[src/rtl/core/hrhp_pkg.sv]
// package: codes, types and character classes for the http request head parser
`timescale 1ns / 1ps

package hrhp_pkg;

  localparam int unsigned StateW = 5;
  localparam int unsigned StatusW = 2;
  localparam int unsigned TagW = 3;
  localparam int unsigned ByteW = 8;
  localparam int unsigned VerW = 8;
  localparam int unsigned OutDataW = 32;
  localparam int unsigned InDataW = 8;

  // parse state codes
  localparam logic [StateW-1:0] ST_METHOD_START  = 5'd0;
  localparam logic [StateW-1:0] ST_METHOD        = 5'd1;
  localparam logic [StateW-1:0] ST_URI           = 5'd2;
  localparam logic [StateW-1:0] ST_VER_H         = 5'd3;
  localparam logic [StateW-1:0] ST_VER_T1        = 5'd4;
  localparam logic [StateW-1:0] ST_VER_T2        = 5'd5;
  localparam logic [StateW-1:0] ST_VER_P         = 5'd6;
  localparam logic [StateW-1:0] ST_VER_SLASH     = 5'd7;
  localparam logic [StateW-1:0] ST_MAJOR_START   = 5'd8;
  localparam logic [StateW-1:0] ST_MAJOR         = 5'd9;
  localparam logic [StateW-1:0] ST_MINOR_START   = 5'd10;
  localparam logic [StateW-1:0] ST_MINOR         = 5'd11;
  localparam logic [StateW-1:0] ST_LF_1          = 5'd12;
  localparam logic [StateW-1:0] ST_LINE_START    = 5'd13;
  localparam logic [StateW-1:0] ST_LWS           = 5'd14;
  localparam logic [StateW-1:0] ST_NAME          = 5'd15;
  localparam logic [StateW-1:0] ST_SP_BEFORE_VAL = 5'd16;
  localparam logic [StateW-1:0] ST_VALUE         = 5'd17;
  localparam logic [StateW-1:0] ST_LF_2          = 5'd18;
  localparam logic [StateW-1:0] ST_LF_3          = 5'd19;

  typedef enum logic [StatusW-1:0] {
    STATUS_MORE = 2'd0,
    STATUS_DONE = 2'd1,
    STATUS_ERR  = 2'd2
  } status_e;

  typedef enum logic [TagW-1:0] {
    TAG_NONE    = 3'd0,
    TAG_METHOD  = 3'd1,
    TAG_URI     = 3'd2,
    TAG_NEWNAME = 3'd3,
    TAG_NAME    = 3'd4,
    TAG_VALUE   = 3'd5
  } tag_e;

  localparam logic [ByteW-1:0] CH_HT    = 8'h09;
  localparam logic [ByteW-1:0] CH_LF    = 8'h0a;
  localparam logic [ByteW-1:0] CH_CR    = 8'h0d;
  localparam logic [ByteW-1:0] CH_SP    = 8'h20;
  localparam logic [ByteW-1:0] CH_DOT   = 8'h2e;
  localparam logic [ByteW-1:0] CH_SLASH = 8'h2f;
  localparam logic [ByteW-1:0] CH_ZERO  = 8'h30;
  localparam logic [ByteW-1:0] CH_NINE  = 8'h39;
  localparam logic [ByteW-1:0] CH_COLON = 8'h3a;
  localparam logic [ByteW-1:0] CH_H     = 8'h48;
  localparam logic [ByteW-1:0] CH_P     = 8'h50;
  localparam logic [ByteW-1:0] CH_T     = 8'h54;
  localparam logic [ByteW-1:0] CH_MAXCHAR = 8'd127;
  localparam logic [ByteW-1:0] CH_MAXCTL  = 8'd31;
  localparam logic [VerW-1:0]  VER_MAX    = 8'd255;

  typedef struct packed {
    logic [StateW-1:0] state;
    logic              header_seen;
    logic [VerW-1:0]   major;
    logic [VerW-1:0]   minor;
  } parse_t;

  typedef struct packed {
    status_e          status;
    tag_e             tag;
    logic [ByteW-1:0] data;
    logic [VerW-1:0]  major;
    logic [VerW-1:0]  minor;
  } result_t;

  function automatic logic is_ctl(input logic [ByteW-1:0] c);
    return (c <= CH_MAXCTL) || (c == CH_MAXCHAR);
  endfunction

  function automatic logic is_dec_char(input logic [ByteW-1:0] c);
    return (c >= CH_ZERO) && (c <= CH_NINE);
  endfunction

  function automatic logic is_special(input logic [ByteW-1:0] c);
    logic r;
    case (c)
      8'h28, 8'h29, 8'h3c, 8'h3e, 8'h40, 8'h2c, 8'h3b, 8'h3a, 8'h5c, 8'h22,
      8'h2f, 8'h5b, 8'h5d, 8'h3f, 8'h3d, 8'h7b, 8'h7d, 8'h20, 8'h09: r = 1'b1;
      default: r = 1'b0;
    endcase
    return r;
  endfunction

  function automatic logic is_token(input logic [ByteW-1:0] c);
    return (c <= CH_MAXCHAR) && !is_ctl(c) && !is_special(c);
  endfunction

  // v*10 + digit, saturating
  function automatic logic [VerW-1:0] acc_digit(input logic [VerW-1:0] v,
                                                input logic [ByteW-1:0] c);
    logic [VerW+3:0] sum;
    sum = ({4'd0, v} << 3) + ({4'd0, v} << 1) + {4'd0, (c - CH_ZERO)};
    return (sum > {4'd0, VER_MAX}) ? VER_MAX : sum[VerW-1:0];
  endfunction

endpackage

[src/rtl/core/hrhp_step.sv]
// next-state and result logic for one byte of the request head
`timescale 1ns / 1ps

module hrhp_step (
  input  hrhp_pkg::parse_t            cur_i,
  input  logic                        restart_i,
  input  logic [hrhp_pkg::ByteW-1:0]  byte_i,
  output hrhp_pkg::parse_t            nxt_o,
  output hrhp_pkg::result_t           res_o
);
  import hrhp_pkg::*;

  logic              err;
  logic              done;
  tag_e              tag;
  parse_t            upd;
  logic              is_ws;

  assign is_ws = (byte_i == CH_SP) || (byte_i == CH_HT);

  always_comb begin
    err  = 1'b0;
    done = 1'b0;
    tag  = TAG_NONE;
    upd  = cur_i;
    case (cur_i.state)
      ST_METHOD_START: begin
        if (is_token(byte_i)) begin
          upd.state = ST_METHOD;
          tag = TAG_METHOD;
        end else err = 1'b1;
      end
      ST_METHOD: begin
        if (byte_i == CH_SP) upd.state = ST_URI;
        else if (is_token(byte_i)) tag = TAG_METHOD;
        else err = 1'b1;
      end
      ST_URI: begin
        if (byte_i == CH_SP) upd.state = ST_VER_H;
        else if (is_ctl(byte_i)) err = 1'b1;
        else tag = TAG_URI;
      end
      ST_VER_H: begin
        if (byte_i == CH_H) upd.state = ST_VER_T1;
        else err = 1'b1;
      end
      ST_VER_T1: begin
        if (byte_i == CH_T) upd.state = ST_VER_T2;
        else err = 1'b1;
      end
      ST_VER_T2: begin
        if (byte_i == CH_T) upd.state = ST_VER_P;
        else err = 1'b1;
      end
      ST_VER_P: begin
        if (byte_i == CH_P) upd.state = ST_VER_SLASH;
        else err = 1'b1;
      end
      ST_VER_SLASH: begin
        if (byte_i == CH_SLASH) begin
          upd.major = '0;
          upd.minor = '0;
          upd.state = ST_MAJOR_START;
        end else err = 1'b1;
      end
      ST_MAJOR_START: begin
        if (is_dec_char(byte_i)) begin
          upd.major = acc_digit(cur_i.major, byte_i);
          upd.state = ST_MAJOR;
        end else err = 1'b1;
      end
      ST_MAJOR: begin
        if (byte_i == CH_DOT) upd.state = ST_MINOR_START;
        else if (is_dec_char(byte_i)) upd.major = acc_digit(cur_i.major, byte_i);
        else err = 1'b1;
      end
      ST_MINOR_START: begin
        if (is_dec_char(byte_i)) begin
          upd.minor = acc_digit(cur_i.minor, byte_i);
          upd.state = ST_MINOR;
        end else err = 1'b1;
      end
      ST_MINOR: begin
        if (byte_i == CH_CR) upd.state = ST_LF_1;
        else if (is_dec_char(byte_i)) upd.minor = acc_digit(cur_i.minor, byte_i);
        else err = 1'b1;
      end
      ST_LF_1: begin
        if (byte_i == CH_LF) upd.state = ST_LINE_START;
        else err = 1'b1;
      end
      ST_LINE_START: begin
        if (byte_i == CH_CR) upd.state = ST_LF_3;
        else if (cur_i.header_seen && is_ws) upd.state = ST_LWS;
        else if (is_token(byte_i)) begin
          upd.header_seen = 1'b1;
          upd.state = ST_NAME;
          tag = TAG_NEWNAME;
        end else err = 1'b1;
      end
      ST_LWS: begin
        if (byte_i == CH_CR) upd.state = ST_LF_2;
        else if (is_ws) upd.state = ST_LWS;
        else if (is_ctl(byte_i)) err = 1'b1;
        else begin
          upd.state = ST_VALUE;
          tag = TAG_VALUE;
        end
      end
      ST_NAME: begin
        if (byte_i == CH_COLON) upd.state = ST_SP_BEFORE_VAL;
        else if (is_token(byte_i)) tag = TAG_NAME;
        else err = 1'b1;
      end
      ST_SP_BEFORE_VAL: begin
        if (byte_i == CH_SP) upd.state = ST_VALUE;
        else err = 1'b1;
      end
      ST_VALUE: begin
        if (byte_i == CH_CR) upd.state = ST_LF_2;
        else if (is_ctl(byte_i)) err = 1'b1;
        else tag = TAG_VALUE;
      end
      ST_LF_2: begin
        if (byte_i == CH_LF) upd.state = ST_LINE_START;
        else err = 1'b1;
      end
      ST_LF_3: begin
        if (byte_i == CH_LF) done = 1'b1;
        else err = 1'b1;
      end
      default: err = 1'b1;
    endcase
  end

  always_comb begin
    if (restart_i) begin
      nxt_o        = '{state: ST_METHOD_START, header_seen: 1'b0, major: '0, minor: '0};
      res_o.status = STATUS_MORE;
      res_o.tag    = TAG_NONE;
      res_o.data   = '0;
    end else if (err) begin
      nxt_o        = cur_i;
      res_o.status = STATUS_ERR;
      res_o.tag    = TAG_NONE;
      res_o.data   = byte_i;
    end else begin
      nxt_o        = upd;
      res_o.status = done ? STATUS_DONE : STATUS_MORE;
      res_o.tag    = tag;
      res_o.data   = byte_i;
    end
    res_o.major = nxt_o.major;
    res_o.minor = nxt_o.minor;
  end

endmodule

[src/rtl/core/http_request_head_parser.sv]
// top level: http request head parser, one byte per cycle unless the result stalls
//
//  channel  | dir | payload
//  s_axis   | in  | tdata: in_byte[7:0]; tuser: func (1 = restart)
//  m_axis   | out | tdata: status[1:0] byte_tag[4:2] out_byte[12:5]
//           |     |        version_major[20:13] version_minor[28:21], rest zero
//
//  one byte per cycle sustained while the result is not stalled; path from
//  input transfer to result: one input register, then the parse logic, then the result register
//  parse state updates when the byte moves into the result register
//  rst_ni clears the parse state and both valid flags
//  a stalled result holds both stages; the input side stays ready while
//  the input register is empty
`timescale 1ns / 1ps

module http_request_head_parser (
  input  logic                            clk_i,
  input  logic                            rst_ni,
  input  logic                            s_axis_tvalid,
  output logic                            s_axis_tready,
  input  logic [hrhp_pkg::InDataW-1:0]    s_axis_tdata,   // in_byte
  input  logic                            s_axis_tuser,   // func
  output logic                            m_axis_tvalid,
  input  logic                            m_axis_tready,
  output logic [hrhp_pkg::OutDataW-1:0]   m_axis_tdata    // status, byte_tag, out_byte,
                                                          // version_major, version_minor
);
  import hrhp_pkg::*;

  logic              in_valid_q;
  logic              in_func_q;
  logic [ByteW-1:0]  in_byte_q;
  logic              out_valid_q;
  result_t           res_q;
  result_t           res_d;
  parse_t            parse_q;
  parse_t            parse_d;
  logic              advance;
  logic              s_xfer;

  assign advance       = !out_valid_q || m_axis_tready;
  assign s_axis_tready = !in_valid_q || advance;
  assign s_xfer        = s_axis_tvalid && s_axis_tready;

  hrhp_step u_step (
    .cur_i     (parse_q),
    .restart_i (in_func_q),
    .byte_i    (in_byte_q),
    .nxt_o     (parse_d),
    .res_o     (res_d)
  );

  always_ff @(posedge clk_i or negedge rst_ni) begin
    if (!rst_ni) begin
      in_valid_q <= 1'b0;
    end else if (s_axis_tready) begin
      in_valid_q <= s_axis_tvalid;
    end
  end

  always_ff @(posedge clk_i) begin
    if (s_xfer) begin
      in_func_q <= s_axis_tuser;
      in_byte_q <= s_axis_tdata;
    end
  end

  always_ff @(posedge clk_i or negedge rst_ni) begin
    if (!rst_ni) begin
      out_valid_q <= 1'b0;
      parse_q     <= '{state: ST_METHOD_START, header_seen: 1'b0, major: '0, minor: '0};
    end else if (advance) begin
      out_valid_q <= in_valid_q;
      if (in_valid_q) begin
        parse_q <= parse_d;
      end
    end
  end

  always_ff @(posedge clk_i) begin
    if (advance && in_valid_q) begin
      res_q <= res_d;
    end
  end

  assign m_axis_tvalid = out_valid_q;
  assign m_axis_tdata  = {3'd0, res_q.minor, res_q.major, res_q.data, res_q.tag, res_q.status};

  // assertions
  a_err_untagged: assert property (@(posedge clk_i) disable iff (!rst_ni)
    out_valid_q && (res_q.status == STATUS_ERR) |-> (res_q.tag == TAG_NONE))
    else $error("error result carries a tag");

  a_state_legal: assert property (@(posedge clk_i) disable iff (!rst_ni)
    parse_q.state <= ST_LF_3)
    else $error("parse state out of range");

  a_restart_clears: assert property (@(posedge clk_i) disable iff (!rst_ni)
    advance && in_valid_q && in_func_q |=>
      (parse_q.state == ST_METHOD_START) && !parse_q.header_seen &&
      (parse_q.major == '0) && (parse_q.minor == '0))
    else $error("restart did not clear parse state");

  a_done_in_lf3: assert property (@(posedge clk_i) disable iff (!rst_ni)
    out_valid_q && (res_q.status == STATUS_DONE) |-> (parse_q.state == ST_LF_3))
    else $error("complete head outside final line feed state");

  a_err_keeps_state: assert property (@(posedge clk_i) disable iff (!rst_ni)
    advance && in_valid_q && !in_func_q && (res_d.status == STATUS_ERR) |=>
      (parse_q == $past(parse_q)))
    else $error("error changed parse state");

  a_versions_match: assert property (@(posedge clk_i) disable iff (!rst_ni)
    advance && in_valid_q |=>
      (res_q.major == parse_q.major) && (res_q.minor == parse_q.minor))
    else $error("result versions differ from parse state");

endmodule
[config.mk]
export PLATFORM = sky130hd
export DESIGN_NAME = http_request_head_parser
export DESIGN_NICKNAME = d
export VERILOG_FILES = /design/src/rtl/core/hrhp_pkg.sv /design/src/rtl/core/hrhp_step.sv /design/src/rtl/core/http_request_head_parser.sv
export SDC_FILE = /design/constraint.sdc
export NUM_CORES = 1
export LEC_CHECK = 0
export BUFFER_PORTS_ARGS = -buffer_cell sky130_fd_sc_hd__buf_2
export CAP_MARGIN = 20
export CORE_UTILIZATION = 40
export DETAILED_ROUTE_END_ITERATION = 8
export GPL_TIMING_DRIVEN = 1
export HOLD_SLACK_MARGIN = 0.1
export SETUP_SLACK_MARGIN = 0.3
export SLEW_MARGIN = 25
export SYNTH_ARGS = -nofsm -noshare
export SYNTH_HDL_FRONTEND = slang
export SYNTH_SLANG_ARGS = --single-unit
export TNS_END_PERCENT = 30
[constraint.sdc]
create_clock -name clk_i -period 3.8 [get_ports clk_i]
set_input_delay 0.76 -clock clk_i [delete_from_list [all_inputs] [get_ports clk_i]]
set_output_delay 0.76 -clock clk_i [all_outputs]
set_load 0.02 [all_outputs]
==> results.md <==
- Yosys Warn Count: 0
- Clock power frac: 0.320
- Final min period: 3440 ps
- First-pass GRT wire length: 22.4 mm
- Async S/R FF share, synth: 0.387
- DRT Wirelength: 14.3 mm
- Clk_lat worst skew: 330 ps
- Sw power: 0.000876 W
- Final hold viol count: 0
- Setup Slack @ Placement: 111 ps
- Largest net degree at the start of global routing: 32
- Number of synthesized register bits: 62
- Worst reg2reg setup slack: approximately 360 ps
- Final setup violating endpoints: 0
- Post-Place Cell Area: around 0.0054 mm^2
- TritonCTS buffer count: 9
- Register area share after synthesis: 0.353
- Reg2Reg Capture Point: m_axis_tdata[16]
- Ys flop type: edfxtp_1
- Post-route cell area: 0.00590 mm^2
- Fin crit share: 0.905
- R2r startpoint: in_byte_q[3]
- Global-route usage over all layers: 0.229
- Die X: 113 um
- Count of pins over their slew limit: 0
- Pwr Density: roughly 420 mW/mm^2
- CP max FO: 15
- WP data arrival: about 3500 ps
- Worst VDD drop: 0.213 mV
- Worst R2R Path Depth: 11
- Synth Cell Area: 0.00494 mm^2
- Layout Nets: 638
- CP max stage delay: 580 ps
- Total gr overflow: 0
- GP Congestion: 0.926
- Worst min-delay path class: input pin to async pin
- Clk buf depth: 2
- Crit path cell chain: buf_4 > fa_1 > inv_1 > fa_1 > nor2b_1 > o2111ai_1 > a32o_1 > nand3_2 > nand3_2 > o221ai_1 > a21oi_1
- Max Fclk: just under 300 MHz
- Sw Share: 0.351
- Outcome: finished, final reports clean
- Initial DRT Pass Iterations: 5
- H-tree depth: 3
- Sink Count: 62
- Die area: 0.0128 mm^2
- Comb power frac: 0.329
- Internal power: 0.00162 W
- Crit path max-delay family: adder cells
- Worst Tran Pin Value: 851 ps
- Leakage power: 2.41 nW
- Chip height: 113 um
- IO buf count: 43
- Worst Path Required: 3870 ps
- Vias in the first global route: 4257
- Count of unique library cells instantiated by Yosys: 81
- Setup ws final: 361 ps
- Number of synthesized flops with an enable pin: 38
- CTS Hold Bufs: 0
- Synth area leaders: edfxtp_1 (23%), dfrtp_1 (12%), ha_1 (6.6%), fa_1 (4.9%), a21oi_1 (3.8%)
- DRT antenna net count: 0
- Initial antenna violation count: 0
- Worst slew margin: 0.418
- Syn Inst Count: 521
- CP bufs+invs: 2
- Synth top area share: 0.231
- Max_cap viols: 0
- CTS tree: yes
- DR iter-0 viols: 342
- Antenna diodes: 0
- Via Count: 4503
- TNS Setup: 0 ps
- DP HPWL: 10.6 mm
- DR vias/cell: 6.09
- Dpl cells: 713
- Root Driver: clkbuf_16
- Post-layout util: 0.491
- CP endpoint kind: flop
- Seq pwr share: 0.351
- Initial core utilization: 0.411
- IO Pins: 47
- Startpoint types: flop
- Non-filler cells in the finished layout: 739
- Area Growth Syn to Fin: 19.6%
- Detailed-route DRC error count: 0
- Core ar.: 0.0120 mm^2
- Synth area leader: edfxtp_1
- Routed len/inst: 19.3 um
- # rows: 40
- Worst Skew: 4.52 ps
- Slowest-stage cell, CP: fa_1
- Syn_area_per_cell: 9.47 um^2
- Crit path kind: flop to flop
- Unrepaired setup endpoints after global routing: yes
- Clk pin slew, worst setup/hold paths: 50 ps
- Share of cells above drive strength 1: 0.216
Yosys cell counts (all sizes together) (7+ instances only):
cell     count
nand3       14
a211oi       9
o21ai       24
nand2       42
nor4b        7
o2bb2ai     11
clkbuf      15
nand3b       7
a21oi       37
nor3        10
ha          26
inv         29
edfxtp      38
fa          12
a21o         7
nor2        39
o211ai       9
dfrtp       24
nand4        8
nor2b       14
nand2b      15
buf         12
xnor2        7
worst register-to-register path: stages, from the launching register on:
cell and delay [ps]:
edfxtp_1 470, buf_4 240, fa_1 590, inv_1 70, fa_1 460, nor2b_1 180, o2111ai_1 190, a32o_1 320
nand3_2 140, nand3_2 140, o221ai_1 260, a21oi_1 110
per-stage QoR:
step	hold WS (ps)	total power [W]
finish	459	0.00250
global route	503	0.00262
CTS	473	0.00246
detailed placement	497	0.00166
global placement	477	0.00164
floorplan	457	0.00141
layer usage:
metal,global-route usage,share of wire,up-vias
met5,0,0,-
met2,0.353,0.47,163
li1,-,-,2113
met1,0.320,0.45,2202
met4,0.106,0.027,0
met3,0.0327,0.055,25
logic make-up after synthesis:
logic type / count (synthesis) / synth area share
muxes: 2 / 0.00431
xor gates and xnor gates: 10 / 0.0177
adders and majority gates: 38 / 0.115
other: 1 / 0.000760
AOI/OAI and AO/OA: 156 / 0.231
and+or+nand+nor: 195 / 0.227
buffers and inverters: 57 / 0.0517
DFF: 62 / 0.353
area by class of cell:
type,count,area [um^2]
fillers,1123,6110
multi-input cells,404,3090
flip-flops and latches,62,1740
repair buffers,80,493
clock buffers,10,229
well taps,147,184
inverters,30,113
clock inverters,6,52.6
state kept, by name (all words and copies together) (netlist names):
name           count
in_func_q          1
in_byte_q          8
in_valid_q         1
m_axis_tdata      29
parse_q           22
m_axis_tvalid      1
placed cells by master (no fill, tap or decap), drive strengths merged, types with 12 or more instances in the layout:
cell,instances
edfxtp,38
o21ai,24
nand2b,15
a21oi,37
nand3,14
nor2b,14
nor2,39
ha,26
fa,12
buf,80
inv,29
nand2,42
dfrtp,24
worst max path at each step:
stage	start	to	slack (ps)	cells past startpoint
after floorplan	in_byte_q[6]	parse_q[0]	310	12
after global placement	in_byte_q[5]	m_axis_tdata[22]	220	10
after detailed placement	in_byte_q[5]	parse_q[0]	110	10
after CTS	in_byte_q[3]	m_axis_tdata[16]	280	11
after global routing	in_byte_q[6]	m_axis_tdata[16]	250	13
final	in_byte_q[3]	m_axis_tdata[16]	360	11
what timing repair did:
action	CTS	global route
buffers inserted	2	8
pin swaps	1	9
endpoints found under the setup margin	16	25
gates resized for setup	1	22
power groups by stage:
stage	combinational (W)	clock [W]	sequential [W]
6_report	0.000823	0.000799	0.000876
5_1_grt	0.000900	0.000834	0.000885
4_1_cts	0.000776	0.000810	0.000875
3_5_place_dp	0.000767	0	0.000888
3_3_place_gp	0.000759	0	0.000885
2_1_floorplan	0.000536	0	0.000878
Power figures use the tool's default switching activity.
